<file path="config.mk">
export PLATFORM = sky130hd
export DESIGN_NAME = wav_header_parse_and_unpack_flat
export DESIGN_NICKNAME = d
export VERILOG_FILES = /design/src/hdl/wavp_pkg.sv /design/src/hdl/wavp_ifs.sv /design/src/hdl/wav_header_parse_and_unpack.sv /design/src/hdl/wavp_div.sv /design/src/hdl/wavp_dp.sv /design/src/hdl/wavp_ctrl.sv /design/src/flat_wrapper.sv
export SDC_FILE = /design/constraint.sdc
export NUM_CORES = 2
export LEC_CHECK = 0
export BUFFER_PORTS_ARGS = -buffer_cell sky130_fd_sc_hd__clkbuf_2
export CAP_MARGIN = 20
export CORE_UTILIZATION = 35
export CTS_BUF_LIST = sky130_fd_sc_hd__clkbuf_4 sky130_fd_sc_hd__clkbuf_8
export DETAILED_ROUTE_END_ITERATION = 8
export PLACE_DENSITY = 0.6
export SYNTH_ARGS = -nofsm -noshare
export SYNTH_HDL_FRONTEND = slang
export SYNTH_SLANG_ARGS = --single-unit
</file>
<file path="constraint.sdc">
create_clock -name clk -period 6.84 [get_ports clk]
set_input_delay 2.052 -clock clk [delete_from_list [all_inputs] [get_ports clk]]
set_output_delay 2.052 -clock clk [all_outputs]
set_load 0.1 [all_outputs]
</file>
<file path="src/hdl/wavp_pkg.sv">
`timescale 1ns / 1ps
`default_nettype none
package wavp_pkg;
  typedef enum logic [3:0] {
    PH_MAGIC, PH_HDR_FMT, PH_SKIP_FMT, PH_FMT_BODY,
    PH_HDR_DATA, PH_SKIP_DATA, PH_SAMPLES, PH_HALT
  } phase_t;

  typedef enum logic [2:0] {
    CS_RUN, CS_SAMP_GO, CS_SAMP_WAIT, CS_FRM_GO, CS_FRM_WAIT, CS_HDR
  } ctrl_state_t;

  localparam logic [1:0] KIND_HDR = 2'd0;
  localparam logic [1:0] KIND_SMP = 2'd1;
  localparam logic [1:0] KIND_ERR = 2'd2;

  localparam logic [2:0] ST_OK       = 3'd0;
  localparam logic [2:0] ST_BAD_HDR  = 3'd1;
  localparam logic [2:0] ST_FMT_SIZE = 3'd2;
  localparam logic [2:0] ST_NOT_PCM  = 3'd3;
  localparam logic [2:0] ST_NO_CH    = 3'd4;
  localparam logic [2:0] ST_NO_SIZE  = 3'd5;
  localparam logic [2:0] ST_NO_DATA  = 3'd6;

  localparam logic [1:0] REG_RAW_MODE  = 2'd0;
  localparam logic [1:0] REG_RAW_BYTES = 2'd1;

  localparam logic [31:0] ID_RIFF   = 32'h4646_4952;
  localparam logic [31:0] ID_WAVE   = 32'h4556_4157;
  localparam logic [31:0] ID_FMT    = 32'h2074_6D66;
  localparam logic [31:0] ID_DATA   = 32'h6174_6164;
  localparam logic [15:0] FMT_PCM   = 16'h0001;
  localparam logic [15:0] FMT_EXT   = 16'hFFFE;
  localparam logic [5:0]  FMT_MAX   = 6'd40;
  localparam logic [31:0] RAW_LIMIT = 32'h7fff_ffff;

  typedef struct packed {
    logic step;
    logic div_start;
    logic div_frames;
    logic store_total;
    logic load_step;
    logic load_hdr;
  } dp_cmd_t;

  typedef struct packed {
    logic res_valid;
    logic need_div;
    logic div_busy;
  } dp_sts_t;
endpackage
`default_nettype wire

</file>
<file path="src/hdl/wavp_ifs.sv">
`timescale 1ns / 1ps
`default_nettype none
interface wavp_byte_if;
  logic       valid;
  logic       ready;
  logic [7:0] data_byte;
  logic       stream_end;
  modport source (output valid, data_byte, stream_end, input ready);
  modport sink (input valid, data_byte, stream_end, output ready);
endinterface

interface wavp_res_if;
  logic               valid;
  logic               ready;
  logic [1:0]         kind;
  logic [2:0]         status;
  logic [15:0]        channels;
  logic [31:0]        sample_rate;
  logic [13:0]        bytes_per_sample;
  logic [31:0]        channel_mask;
  logic [31:0]        sample_count;
  logic [31:0]        frame_count;
  logic signed [31:0] sample_value;
  modport source (output valid, kind, status, channels, sample_rate, bytes_per_sample,
    channel_mask, sample_count, frame_count, sample_value, input ready);
  modport sink (input valid, kind, status, channels, sample_rate, bytes_per_sample,
    channel_mask, sample_count, frame_count, sample_value, output ready);
endinterface

interface wavp_cfg_if;
  logic       valid;
  logic       ready;
  logic [1:0] index;
  logic [7:0] data;
  modport source (output valid, index, data, input ready);
  modport sink (input valid, index, data, output ready);
endinterface
`default_nettype wire

</file>
<file path="src/hdl/wav_header_parse_and_unpack.sv">
// One byte request per cycle while the result register is free; a sample or
// error result is registered and shows in the cycle after its byte. The byte that
// ends the data chunk header starts two shared 32-step divisions (sample and
// frame counts); input is held off until the header result is loaded.
// Synchronous active-high rst returns the parser to RIFF detection and the
// registers to raw_mode 0, raw_sample_bytes 2.
`timescale 1ns / 1ps
`default_nettype none
module wav_header_parse_and_unpack (
  input  wire logic   clk,
  input  wire logic   rst,
  wavp_byte_if.sink   src,
  wavp_res_if.source  res,
  wavp_cfg_if.sink    cfg
);
  wavp_pkg::dp_cmd_t cmd;
  wavp_pkg::dp_sts_t sts;

  assign cfg.ready = 1'b1;

  wavp_ctrl u_ctrl (
    .clk       (clk),
    .rst       (rst),
    .in_valid  (src.valid),
    .in_ready  (src.ready),
    .out_valid (res.valid),
    .out_ready (res.ready),
    .sts       (sts),
    .cmd       (cmd)
  );

  wavp_dp u_dp (
    .clk              (clk),
    .rst              (rst),
    .cmd              (cmd),
    .sts              (sts),
    .data_byte        (src.data_byte),
    .stream_end       (src.stream_end),
    .cfg_we           (cfg.valid),
    .cfg_index        (cfg.index),
    .cfg_data         (cfg.data),
    .kind             (res.kind),
    .status           (res.status),
    .channels         (res.channels),
    .sample_rate      (res.sample_rate),
    .bytes_per_sample (res.bytes_per_sample),
    .channel_mask     (res.channel_mask),
    .sample_count     (res.sample_count),
    .frame_count      (res.frame_count),
    .sample_value     (res.sample_value)
  );
endmodule
`default_nettype wire

</file>
<file path="src/hdl/wavp_div.sv">
`timescale 1ns / 1ps
`default_nettype none
// 32-bit restoring divider, one quotient bit per cycle
module wavp_div (
  input  wire logic        clk,
  input  wire logic        rst,
  input  wire logic        start,
  input  wire logic [31:0] dividend,
  input  wire logic [31:0] divisor,
  output logic             busy,
  output logic [31:0]      quotient
);
  logic [31:0] rem;
  logic [31:0] dvs;
  logic [5:0]  cnt;
  logic [32:0] trial;

  assign trial = {rem, quotient[31]} - {1'b0, dvs};

  always_ff @(posedge clk) begin
    if (rst) begin
      busy <= 1'b0;
      cnt  <= '0;
    end else if (start) begin
      busy     <= 1'b1;
      cnt      <= 6'd32;
      rem      <= '0;
      dvs      <= divisor;
      quotient <= dividend;
    end else if (busy) begin
      if (!trial[32]) begin
        rem      <= trial[31:0];
        quotient <= {quotient[30:0], 1'b1};
      end else begin
        rem      <= {rem[30:0], quotient[31]};
        quotient <= {quotient[30:0], 1'b0};
      end
      cnt <= cnt - 6'd1;
      if (cnt == 6'd1) begin
        busy <= 1'b0;
      end
    end
  end
endmodule
`default_nettype wire

</file>
<file path="src/hdl/wavp_dp.sv">
`timescale 1ns / 1ps
`default_nettype none
module wavp_dp (
  input  wire logic           clk,
  input  wire logic           rst,
  input  wire wavp_pkg::dp_cmd_t cmd,
  output wavp_pkg::dp_sts_t   sts,
  input  wire logic [7:0]     data_byte,
  input  wire logic           stream_end,
  input  wire logic           cfg_we,
  input  wire logic [1:0]     cfg_index,
  input  wire logic [7:0]     cfg_data,
  output logic [1:0]          kind,
  output logic [2:0]          status,
  output logic [15:0]         channels,
  output logic [31:0]         sample_rate,
  output logic [13:0]         bytes_per_sample,
  output logic [31:0]         channel_mask,
  output logic [31:0]         sample_count,
  output logic [31:0]         frame_count,
  output logic signed [31:0]  sample_value
);
  logic raw_mode;
  logic [2:0] raw_sample_bytes;

  wavp_pkg::phase_t phase, phase_next;
  logic [5:0]  fbi, fbi_next;
  logic [31:0] chunk, chunk_next;
  logic [31:0] word, word_next;
  logic [5:0]  fmt_size, fmt_size_next;
  logic [15:0] fmt_code, fmt_code_next;
  logic [15:0] sub_fmt, sub_fmt_next;
  logic [15:0] ch, ch_next;
  logic [31:0] rate, rate_next;
  logic [13:0] sbytes, sbytes_next;
  logic [31:0] mask, mask_next;
  logic [31:0] total, total_next;
  logic [31:0] emitted, emitted_next;
  logic [31:0] sasm, sasm_next;
  logic [1:0]  bis, bis_next;

  logic        emit, need_div, do_take, do_finish;
  logic [1:0]  e_kind;
  logic [2:0]  e_status;
  logic [31:0] e_value;
  logic [16:0] bits_sum;

  logic        div_busy;
  logic [31:0] quot;

  wavp_div u_div (
    .clk      (clk),
    .rst      (rst),
    .start    (cmd.div_start),
    .dividend (cmd.div_frames ? total : chunk),
    .divisor  (cmd.div_frames ? {16'b0, ch} : {18'b0, sbytes}),
    .busy     (div_busy),
    .quotient (quot)
  );

  assign sts.res_valid = emit;
  assign sts.need_div  = need_div;
  assign sts.div_busy  = div_busy;

  assign bits_sum = {1'b0, word_next[15:0]} + 17'd7;

  // parse step for one byte
  always_comb begin
    phase_next = phase; fbi_next = fbi; chunk_next = chunk; word_next = word;
    fmt_size_next = fmt_size; fmt_code_next = fmt_code; sub_fmt_next = sub_fmt;
    ch_next = ch; rate_next = rate; sbytes_next = sbytes; mask_next = mask;
    total_next = total; emitted_next = emitted; sasm_next = sasm; bis_next = bis;
    emit = 1'b0; need_div = 1'b0; do_take = 1'b0; do_finish = 1'b0;
    e_kind = wavp_pkg::KIND_ERR; e_status = wavp_pkg::ST_OK; e_value = '0;

    if (stream_end) begin
      case (phase)
        wavp_pkg::PH_MAGIC: e_status = (fbi == 6'd0 && raw_mode) ?
                                       wavp_pkg::ST_OK : wavp_pkg::ST_BAD_HDR;
        wavp_pkg::PH_HDR_FMT, wavp_pkg::PH_SKIP_FMT: e_status = wavp_pkg::ST_BAD_HDR;
        wavp_pkg::PH_FMT_BODY: e_status = wavp_pkg::ST_FMT_SIZE;
        wavp_pkg::PH_HDR_DATA, wavp_pkg::PH_SKIP_DATA: e_status = wavp_pkg::ST_NO_DATA;
        default: e_status = wavp_pkg::ST_OK;
      endcase
      emit = (e_status != wavp_pkg::ST_OK);
      phase_next = wavp_pkg::PH_MAGIC;
      fbi_next = '0; chunk_next = '0; word_next = '0; fmt_size_next = '0;
      fmt_code_next = '0; sub_fmt_next = '0; ch_next = '0; rate_next = '0;
      sbytes_next = '0; mask_next = '0; total_next = '0; emitted_next = '0;
      sasm_next = '0; bis_next = '0;
    end else begin
      case (phase)
        wavp_pkg::PH_MAGIC: begin
          if (fbi == 6'd0 && raw_mode) begin
            phase_next  = wavp_pkg::PH_SAMPLES;
            sbytes_next = {11'b0, raw_sample_bytes};
            total_next  = wavp_pkg::RAW_LIMIT;
            do_take     = 1'b1;
          end else begin
            word_next = {data_byte, word[31:8]};
            if ((fbi == 6'd3 && word_next != wavp_pkg::ID_RIFF) ||
                (fbi == 6'd11 && word_next != wavp_pkg::ID_WAVE)) begin
              emit = 1'b1; e_status = wavp_pkg::ST_BAD_HDR;
            end else begin
              fbi_next = fbi + 6'd1;
              if (fbi_next >= 6'd12) begin
                phase_next = wavp_pkg::PH_HDR_FMT;
                fbi_next   = '0;
              end
            end
          end
        end
        wavp_pkg::PH_HDR_FMT, wavp_pkg::PH_HDR_DATA: begin
          if (fbi < 6'd4) word_next = {data_byte, word[31:8]};
          else chunk_next = {data_byte, chunk[31:8]};
          fbi_next = fbi + 6'd1;
          if (fbi_next >= 6'd8) begin
            fbi_next = '0;
            if (phase == wavp_pkg::PH_HDR_FMT && word_next == wavp_pkg::ID_FMT) begin
              if (chunk_next > {26'b0, wavp_pkg::FMT_MAX}) begin
                emit = 1'b1; e_status = wavp_pkg::ST_FMT_SIZE;
              end else begin
                fmt_size_next = chunk_next[5:0];
                word_next     = '0;
                phase_next    = wavp_pkg::PH_FMT_BODY;
                do_finish     = (chunk_next[5:0] == 6'd0);
              end
            end else if (phase == wavp_pkg::PH_HDR_DATA && word_next == wavp_pkg::ID_DATA) begin
              phase_next = wavp_pkg::PH_SAMPLES;
              need_div   = 1'b1;
            end else if (chunk_next != 32'd0) begin
              phase_next = (phase == wavp_pkg::PH_HDR_FMT) ?
                           wavp_pkg::PH_SKIP_FMT : wavp_pkg::PH_SKIP_DATA;
            end
          end
        end
        wavp_pkg::PH_SKIP_FMT, wavp_pkg::PH_SKIP_DATA: begin
          chunk_next = chunk - 32'd1;
          if (chunk_next == 32'd0) begin
            phase_next = (phase == wavp_pkg::PH_SKIP_FMT) ?
                         wavp_pkg::PH_HDR_FMT : wavp_pkg::PH_HDR_DATA;
          end
        end
        wavp_pkg::PH_FMT_BODY: begin
          case (fbi) inside
            [6'd0:6'd1]:   fmt_code_next = {data_byte, fmt_code[15:8]};
            [6'd2:6'd3]:   ch_next       = {data_byte, ch[15:8]};
            [6'd4:6'd7]:   rate_next     = {data_byte, rate[31:8]};
            [6'd14:6'd15]: word_next     = {16'b0, data_byte, word[15:8]};
            [6'd20:6'd23]: mask_next     = {data_byte, mask[31:8]};
            [6'd24:6'd25]: sub_fmt_next  = {data_byte, sub_fmt[15:8]};
            default: ;
          endcase
          fbi_next  = fbi + 6'd1;
          do_finish = (fbi_next >= fmt_size);
        end
        wavp_pkg::PH_SAMPLES: do_take = 1'b1;
        default: ;
      endcase

      // judge a complete fmt chunk
      if (do_finish) begin
        sbytes_next = bits_sum[16:3];
        if (fmt_code_next != wavp_pkg::FMT_PCM &&
            (fmt_code_next != wavp_pkg::FMT_EXT || sub_fmt_next != wavp_pkg::FMT_PCM)) begin
          emit = 1'b1; e_status = wavp_pkg::ST_NOT_PCM;
        end else if (ch_next == 16'd0) begin
          emit = 1'b1; e_status = wavp_pkg::ST_NO_CH;
        end else if (bits_sum[16:3] == 14'd0) begin
          emit = 1'b1; e_status = wavp_pkg::ST_NO_SIZE;
        end else begin
          if (fmt_size_next != wavp_pkg::FMT_MAX) mask_next = '0;
          phase_next = wavp_pkg::PH_HDR_DATA;
          fbi_next   = '0;
        end
      end
      if (emit) phase_next = wavp_pkg::PH_HALT;

      // sample unpacking
      if (do_take && sbytes_next >= 14'd2 && sbytes_next <= 14'd4 &&
          emitted < total_next) begin
        case (bis)
          2'd0: sasm_next = sasm | {24'b0, data_byte};
          2'd1: sasm_next = sasm | {16'b0, data_byte, 8'b0};
          2'd2: sasm_next = sasm | {8'b0, data_byte, 16'b0};
          default: sasm_next = sasm | {data_byte, 24'b0};
        endcase
        if ({12'b0, bis} + 14'd1 < sbytes_next) begin
          bis_next = bis + 2'd1;
        end else begin
          case (sbytes_next[2:0])
            3'd2: e_value = {sasm_next[15:0], 16'b0};
            3'd3: e_value = {sasm_next[23:0], 8'b0};
            default: e_value = sasm_next;
          endcase
          sasm_next    = '0;
          bis_next     = '0;
          emitted_next = emitted + 32'd1;
          emit         = 1'b1;
          e_kind       = wavp_pkg::KIND_SMP;
        end
      end
    end
  end

  // configuration registers
  always_ff @(posedge clk) begin
    if (rst) begin
      raw_mode         <= 1'b0;
      raw_sample_bytes <= 3'd2;
    end else if (cfg_we) begin
      case (cfg_index)
        wavp_pkg::REG_RAW_MODE:  raw_mode <= cfg_data[0];
        wavp_pkg::REG_RAW_BYTES: raw_sample_bytes <= cfg_data[2:0];
        default: ;
      endcase
    end
  end

  // parser state
  always_ff @(posedge clk) begin
    if (rst) begin
      phase <= wavp_pkg::PH_MAGIC;
      fbi <= '0; chunk <= '0; word <= '0; fmt_size <= '0; fmt_code <= '0;
      sub_fmt <= '0; ch <= '0; rate <= '0; sbytes <= '0; mask <= '0;
      total <= '0; emitted <= '0; sasm <= '0; bis <= '0;
    end else if (cmd.step) begin
      phase <= phase_next; fbi <= fbi_next; chunk <= chunk_next; word <= word_next;
      fmt_size <= fmt_size_next; fmt_code <= fmt_code_next; sub_fmt <= sub_fmt_next;
      ch <= ch_next; rate <= rate_next; sbytes <= sbytes_next; mask <= mask_next;
      total <= total_next; emitted <= emitted_next; sasm <= sasm_next; bis <= bis_next;
    end else if (cmd.store_total) begin
      total <= quot;
    end
  end

  // result register
  always_ff @(posedge clk) begin
    if (cmd.load_step) begin
      kind <= e_kind; status <= e_status; sample_value <= e_value;
      channels <= '0; sample_rate <= '0; bytes_per_sample <= '0;
      channel_mask <= '0; sample_count <= '0; frame_count <= '0;
    end else if (cmd.load_hdr) begin
      kind <= wavp_pkg::KIND_HDR; status <= wavp_pkg::ST_OK; sample_value <= '0;
      channels <= ch; sample_rate <= rate; bytes_per_sample <= sbytes;
      channel_mask <= mask; sample_count <= total; frame_count <= quot;
    end
  end
endmodule
`default_nettype wire

</file>
<file path="src/hdl/wavp_ctrl.sv">
`timescale 1ns / 1ps
`default_nettype none
module wavp_ctrl (
  input  wire logic              clk,
  input  wire logic              rst,
  input  wire logic              in_valid,
  output logic                   in_ready,
  output logic                   out_valid,
  input  wire logic              out_ready,
  input  wire wavp_pkg::dp_sts_t sts,
  output wavp_pkg::dp_cmd_t      cmd
);
  wavp_pkg::ctrl_state_t state, state_next;
  logic slot_free, accept, load;

  assign slot_free = !out_valid || out_ready;
  assign in_ready  = (state == wavp_pkg::CS_RUN) && slot_free;
  assign accept    = in_valid && in_ready;
  assign load      = cmd.load_step || cmd.load_hdr;

  always_ff @(posedge clk) begin
    if (rst) begin
      state     <= wavp_pkg::CS_RUN;
      out_valid <= 1'b0;
    end else begin
      state <= state_next;
      if (load) out_valid <= 1'b1;
      else if (out_ready) out_valid <= 1'b0;
    end
  end

  // byte steps, and the header path: two divisions, then the header request
  always_comb begin
    state_next = state;
    cmd        = '0;
    case (state)
      wavp_pkg::CS_RUN: begin
        cmd.step      = accept;
        cmd.load_step = accept && sts.res_valid;
        if (accept && sts.need_div) state_next = wavp_pkg::CS_SAMP_GO;
      end
      wavp_pkg::CS_SAMP_GO: begin
        cmd.div_start = 1'b1;
        state_next    = wavp_pkg::CS_SAMP_WAIT;
      end
      wavp_pkg::CS_SAMP_WAIT: begin
        if (!sts.div_busy) begin
          cmd.store_total = 1'b1;
          state_next      = wavp_pkg::CS_FRM_GO;
        end
      end
      wavp_pkg::CS_FRM_GO: begin
        cmd.div_start  = 1'b1;
        cmd.div_frames = 1'b1;
        state_next     = wavp_pkg::CS_FRM_WAIT;
      end
      wavp_pkg::CS_FRM_WAIT: begin
        cmd.div_frames = 1'b1;
        if (!sts.div_busy) state_next = wavp_pkg::CS_HDR;
      end
      wavp_pkg::CS_HDR: begin
        cmd.div_frames = 1'b1;
        if (slot_free) begin
          cmd.load_hdr = 1'b1;
          state_next   = wavp_pkg::CS_RUN;
        end
      end
      default: state_next = wavp_pkg::CS_RUN;
    endcase
  end
endmodule
`default_nettype wire

</file>
<file path="src/flat_wrapper.sv">
// flat-port wrapper written by rule: the top's interface ports become plain ports
module wav_header_parse_and_unpack_flat 
  (clk, rst, src_valid, src_data_byte, src_stream_end, src_ready, res_valid, res_kind, res_status, res_channels, res_sample_rate, res_bytes_per_sample, res_channel_mask, res_sample_count, res_frame_count, res_sample_value, res_ready, cfg_valid, cfg_index, cfg_data, cfg_ready);
  wavp_byte_if src_i ();
  wavp_res_if res_i ();
  wavp_cfg_if cfg_i ();
  input  wire logic clk;
  input  wire logic rst;
  input wire logic [$bits(src_i.valid)-1:0] src_valid;
  input wire logic [$bits(src_i.data_byte)-1:0] src_data_byte;
  input wire logic [$bits(src_i.stream_end)-1:0] src_stream_end;
  output wire logic [$bits(src_i.ready)-1:0] src_ready;
  output wire logic [$bits(res_i.valid)-1:0] res_valid;
  output wire logic [$bits(res_i.kind)-1:0] res_kind;
  output wire logic [$bits(res_i.status)-1:0] res_status;
  output wire logic [$bits(res_i.channels)-1:0] res_channels;
  output wire logic [$bits(res_i.sample_rate)-1:0] res_sample_rate;
  output wire logic [$bits(res_i.bytes_per_sample)-1:0] res_bytes_per_sample;
  output wire logic [$bits(res_i.channel_mask)-1:0] res_channel_mask;
  output wire logic [$bits(res_i.sample_count)-1:0] res_sample_count;
  output wire logic [$bits(res_i.frame_count)-1:0] res_frame_count;
  output wire logic [$bits(res_i.sample_value)-1:0] res_sample_value;
  input wire logic [$bits(res_i.ready)-1:0] res_ready;
  input wire logic [$bits(cfg_i.valid)-1:0] cfg_valid;
  input wire logic [$bits(cfg_i.index)-1:0] cfg_index;
  input wire logic [$bits(cfg_i.data)-1:0] cfg_data;
  output wire logic [$bits(cfg_i.ready)-1:0] cfg_ready;
  assign src_i.valid = src_valid;
  assign src_i.data_byte = src_data_byte;
  assign src_i.stream_end = src_stream_end;
  assign src_ready = src_i.ready;
  assign res_valid = res_i.valid;
  assign res_kind = res_i.kind;
  assign res_status = res_i.status;
  assign res_channels = res_i.channels;
  assign res_sample_rate = res_i.sample_rate;
  assign res_bytes_per_sample = res_i.bytes_per_sample;
  assign res_channel_mask = res_i.channel_mask;
  assign res_sample_count = res_i.sample_count;
  assign res_frame_count = res_i.frame_count;
  assign res_sample_value = res_i.sample_value;
  assign res_i.ready = res_ready;
  assign cfg_i.valid = cfg_valid;
  assign cfg_i.index = cfg_index;
  assign cfg_i.data = cfg_data;
  assign cfg_ready = cfg_i.ready;
  wav_header_parse_and_unpack u_core (.clk(clk), .rst(rst), .src(src_i), .res(res_i), .cfg(cfg_i));
endmodule
</file>
After elaboration in Yosys (flattened, before gate mapping):

Index checks and enable logic that the tools add are counted.

* register bits after elaboration: 610
* bits of input ports: 24
* output and inout port bits: 198
* word-level logic and storage cells: 359

* $add $sub $neg: 8
* $lt $le $gt $ge: 21
* equal/unequal tests: 39
* multiplexer cells: 189
* bitwise gates (word level): 5
* reductions and logical operators: 61

Operators by type and width (number)
* 32-bit 2-to-1 mux: 55
* 16-bit 2-to-1 mux: 18
* 32-bit case mux with 3 select lines: 2
* 32-bit case mux with 2 select lines: 2
* 6-bit 2-to-1 mux: 17
* 14-bit 2-to-1 mux: 6
* 32-bit by 31-bit != test with 1-bit output (second input constant): 2
* 4-bit 2-to-1 mux: 15
* 3-bit 2-to-1 mux: 14
* 1-bit 2-to-1 mux: 41
* 33-bit by 32-bit subtractor with 33-bit output: 1
* 32-bit by 1-bit adder with 32-bit output (second input constant): 1
* 32-bit by 30-bit == test with 1-bit output (second input constant): 1
* 32-bit by 31-bit == test with 1-bit output (second input constant): 1
* 32-bit by 6-bit greater-than comparator with 1-bit output (second input constant): 1
* 32-bit logical NOT: 1
* 32-bit < comparator: 1
* 16-bit by 1-bit != test with 1-bit output (second input constant): 2
* 32-bit by 16-bit OR with 32-bit output: 1
* 32-bit by 24-bit OR with 32-bit output: 1
* 32-bit OR: 1
* 32-bit by 8-bit OR with 32-bit output: 1
* 32-bit nonzero test: 1
* 32-bit by 1-bit subtractor with 32-bit output (second input constant): 1
* 63 further kinds: 136

Longest topological paths before layout:

* depth after elaboration: 24
* depth in mapped cells: 24
* gate-level depth less buffers: 19

Hierarchy:

A second synthesis with hierarchy kept.

* cell total of the unflattened synthesis: 3536
* area total of the unflattened synthesis: 31468.9 µm²

By module, submodules not included
* wavp_dp: instances 1, cells an instance 2938, area an instance 25180.4 µm², sequential area each 10440.0 µm²
* wavp_div: instances 1, cells an instance 561, area an instance 5989.5 µm², sequential area each 3022.9 µm²
* wavp_ctrl: instances 1, cells an instance 35, area an instance 287.8 µm², sequential area each 80.1 µm²
* wav_header_parse_and_unpack: instances 1, cells an instance 2, area an instance 11.3 µm², sequential area each 0.0 µm²

Worst setup path after synthesis:

Ideal clock, no wire load.

* path kind: input to output
* start point: in res_ready
* end point: out src_ready
* arrival: 5.039 ns
* data required time: 4.788 ns
* path slack: -0.251 ns
* cell stages on the path: 2
* buffers on the path: 0
* path through: nor2b_1 -> nor4_1

* cells in the longest elaborated chain, start to end: 2

RTL lines
* start, declared: line flat_wrapper.sv:23 `input wire logic [$bits(res_i.ready)-1:0] res_ready;`
* 1-bit logical OR: line wavp_ctrl.sv:16 `assign slot_free = !out_valid || out_ready;`
* 1-bit logical AND: line wavp_ctrl.sv:17 `assign in_ready = (state == wavp_pkg::CS_RUN) && slot_free;`
* end, declared: line flat_wrapper.sv:12 `output wire logic [$bits(src_i.ready)-1:0] src_ready;`

Every way passes these cells.

Worst setup path after layout:

* start point: in src_data_byte[0]
* end point: reg u_core.u_dp.emitted[23]

* cells in the longest elaborated chain, start to end: 18
* elaborated cells between the ends (all ways): 35
* those cells by class: add/sub (1); order compare (4); eq/ne (2); mux (22); reduce/logical (6)

RTL lines
* start, declared: line flat_wrapper.sv:10 `input wire logic [$bits(src_i.data_byte)-1:0] src_data_byte;`
* 32-bit 2-to-1 mux: line wavp_dp.sv:114 `if (fbi < 6'd4) word_next = {data_byte, word[31:8]};`
* 32-bit 2-to-1 mux: line wavp_dp.sv:92 `case (phase)`
* 32-bit 2-to-1 mux: line wavp_dp.sv:76 `if (stream_end) begin`
* 32-bit by 6-bit greater-than comparator with 1-bit output / 32-bit by 30-bit == test with 1-bit output (equally long branches): line wavp_dp.sv:120, wavp_dp.sv:119
* 32-bit 2-to-1 mux / 1-bit logical AND (equally long branches): line wavp_dp.sv:120, wavp_dp.sv:119
* 32-bit 2-to-1 mux: line wavp_dp.sv:119 `if (phase == wavp_pkg::PH_HDR_FMT && word_next == wavp_pkg::ID_FMT) begin`
* 32-bit 2-to-1 mux: line wavp_dp.sv:117 `if (fbi_next >= 6'd8) begin`
* 32-bit case mux with 3 select lines: line wavp_dp.sv:92
* 32-bit 2-to-1 mux: line wavp_dp.sv:76
* 16-bit by 3-bit adder with 17-bit output: line wavp_dp.sv:65 `assign bits_sum = {1'b0, word_next[15:0]} + 17'd7;`
* 14-bit 2-to-1 mux *: line wavp_dp.sv:162 `if (do_finish) begin`
* 14-bit 2-to-1 mux *: line wavp_dp.sv:76
* 14-bit by 2-bit >= comparator with 1-bit output: line wavp_dp.sv:180 `if (do_take && sbytes_next >= 14'd2 && sbytes_next <= 14'd4 &&`
* 1-bit logical AND (3 in a row): line wavp_dp.sv:180
* 2-bit nonzero test (no source line)
* 3-bit AND reduction (no source line) *
* end signal, assigned: line wavp_dp.sv:231 `total <= total_next; emitted <= emitted_next; sasm <= sasm_next; bis <= bis_next;`
* end, declared: line wavp_dp.sv:38 `logic [31:0] emitted, emitted_next;`

Every way passes the cells marked *; elsewhere a longest branch is shown, timed or not. The select of a mux whose other input is x is not followed.
A chain may end at the register's enable or synchronous reset.

==> impl_metrics.ini <==
[drt]
num_vias = 26600
routed_wl_um = 91800
drtPass1Iterations = 6
first_iter_violations = 2450
ant_nets = 0
drc_errors = 0
wire_per_inst_um = 19.3
via_per_inst = 5.58

[sta]
setup_ws_ps = 550
tightest_slew_ps = 1060
min_period_ps = 6290
finalHoldViolations = 0
fin_crit_sh_pct = 92.0
whs_ps = 452
setup_viol = 0
final.setup_skew_ps = 41.9
slew_headroom_pct = 29.2
fmax_mhz = 159
rsz0062_at_grt = no
drv_slew = 0

[global_route]
gr-total-overflow = 0
grt_max_degree = 93
grt_pass1_vias = 24300
grt_usage_pct = 21.2
grt_pass1_wl_um = 142000
antenna_found_initial = 2

[synth]
synth_top_family_by_area = simple AND/OR/NAND/NOR gates
syn-instance-count = 3458
ys.flop_type = dfxtp_1
syn_avg_cell_area_um2 = 8.37
synth_edf_count = 117
synth-seq-cells = 594
synth_top_area_share_pct = 33.0
synth-async-reset-ratio_pct = 0
synth-simple-area-share_pct = 21.7
ys_seq_area_share_pct = 45.1
synth_cell_type_count = 91
synth_nets = 3552
synth_compound_area_share_pct = 20.7
ys_top_cells_by_area = dfxtp_1, edfxtp_1, nand2_1
netlist_area_um2 = 28900
synthXorXnorAreaFrac_pct = 2.00
muxShareOfSynthArea_pct = 2.85
ys_warn_count = 0
synth_fa_ha_area_share_pct = 3.05
yosys.area.top_type = dfxtp_1

[worst_setup_path]
r2r_start = u_core.u_dp.fbi[2]
cp_max_fo = 15
required_ps = 7470
end_kind = register
ff2ff_setup_slack_ps = 640
start_kind = input port
reg2reg_to = u_core.u_dp.emitted[23]
rr_worst_depth = 19
worst_ep_arrival_time_ps = 6920
worstSetupPathType = in -> reg

[layout]
area_delta_synth_final_pct = 16.4
n_fill_cell = 8280
nNetsFinal = 3700
drive_gt1_share_pct = 15.8

[job]
cap_violations = 0

[cts]
cts_sinks = 594
holdBufCountCts = 0
cts_max_path_buffers = 3
cts_setup_buffers = 0
cts_resized = 0
clock_latency_ps = 730
htreeDepth = 3
cts_tree = yes
clk_pin_slew_ps = 60
root_buffer = clkbuf_8
numCtsBuffers = 102

[hold_path]
min-delay-start = u_core.u_dp.sample_rate[24]
min_to = u_core.u_dp.sample_rate[24]
min_path_type = reg -> reg
holdPathStages = 2

[floorplanning]
die_h_um = 290
fp-row-count = 105
start_util_pct = 35.3
die_area_um2 = 83900
core-area_um2 = 82000
pin_count = 222
die_w_um = 290

[power_and_ir_drop]
pwr_density_cell_nw_per_um2 = 228
peakVddDrop_mv = 0.142
p_leak_uw = 0.0126
total_power_uw = 7680

[place]
pre_cts_ws_ps = -85.0
io_buffers = 215
hpwl_um = 62400
place.gp.congestion = 0.933

[run_status]
status = completed
[registers in the layout, summed over array words and instances (netlist names), 32 cells and up]
name and cells:
u_core.u_dp.u_div.quotient 32, u_core.u_dp.chunk 32, u_core.u_dp.frame_count 32, u_core.u_dp.rate 32, u_core.u_dp.sample_rate 32, u_core.u_dp.sasm 32, u_core.u_dp.mask 32, u_core.u_dp.u_div.rem 32
u_core.u_dp.channel_mask 32, u_core.u_dp.total 32, u_core.u_dp.emitted 32, u_core.u_dp.sample_count 32, u_core.u_dp.sample_value 32, u_core.u_dp.word 32
[layout by cell type (no fill, tap or decap), drive strengths merged, types with 32 or more instances in the layout]
cell / netlist / layout
nand2: 544 / 544
dfxtp: 477 / 477
nor2: 412 / 412
clkbuf: 232 / 382
a21oi: 334 / 334
o21ai: 174 / 174
edfxtp: 117 / 117
a22oi: 115 / 115
buf: 44 / 106
nor3: 76 / 76
a22o: 70 / 70
ha: 69 / 69
inv: 62 / 65
mux2i: 61 / 61
nand3: 59 / 59
nor4: 41 / 41
nand4: 39 / 39
xor2: 37 / 37
or3: 33 / 33
a311oi: 32 / 32
[layout make-up]
type	count	area, um2	share of cell area [%]
diodes	1	2.50	0.00742
clock buffers	168	2090	6.21
multi-input cells	2526	14700	43.6
repair buffers	320	2050	6.09
well taps	1070	1340	3.97
inverters	62	233	0.690
clock inverters	20	225	0.668
flip-flops and latches	594	13100	38.8
[metrics by stage]
step           utilization (%)  instance area, um2  cells  setup TNS, ps
2_1_floorplan                -               29000   3458              0
3_3_place_gp              38.2               31400   4570           -212
3_5_place_dp              38.3               31400   4571          -1610
4_1_cts                   41.1               33700   4759              0
5_1_grt                   41.1               33700   4761              0
6_report                  41.1               33700   4761              0
[Yosys cell counts, types with 61 or more instances]
master and number:
ha_1 69, nor3_1 73, mux2i_1 61, inv_1 62, clkbuf_1 231, a21oi_1 332, dfxtp_1 477, nor2_1 412
nand2_1 544, a22oi_1 115, o21ai_0 170, a22o_1 69, edfxtp_1 117
[critical path, stage by stage]
cell and delay, ps:
clkbuf_2 170, nand4b_1 160, nor4_1 70, o221a_2 340, nand4_1 100, buf_4 140
buf_4 240, a32oi_2 230, or4b_1 740, or4_1 600, a31o_1 260, a2111o_1 370
buf_4 160, o31ai_2 210, buf_4 240, nand4_1 130, buf_4 220, or3_1 310
a21oi_1 150
[worst max-delay path by stage]
stage,startpoint,endpoint
finish,src_data_byte[0],u_core.u_dp.emitted[23]
global route,src_data_byte[0],u_core.u_dp.emitted[23]
CTS,src_data_byte[0],u_core.u_dp.emitted[23]
detailed placement,src_data_byte[0],u_core.u_dp.emitted[23]
global placement,src_data_byte[0],u_core.u_dp.emitted[17]
floorplan,src_data_byte[7],u_core.u_dp.kind[0]
[layer usage]
metal / share of wire, % / routed length (um) / GRT usage (%) / vias up
met1: 45 / 41800 / 29.8 / 12700
met3: 7.2 / 6580 / 3.89 / 178
li1: - / - / - / 12700
met4: 2.8 / 2580 / 6.81 / 2
met2: 45 / 40900 / 32.8 / 955
met5: 0.012 / 11 / 0 / -
[logic make-up (layout without fill, tap and decap cells)]
logic type | after synthesis | after routing
buf+inv | 338 | 570
simple gates | 1384 | 1384
xor+xnor | 66 | 66
flops | 594 | 594
other cells | 1 | 2
mux | 80 | 80
compound gates | 925 | 925
fa+ha+maj | 70 | 70
[power breakdown]
part           internal (uW)  switching (uW)
Sequential              3590            40.0
Clock                   2060            1540
Combinational            117             336
Total                   5760            1910
Power figures use the tool's default switching activity.
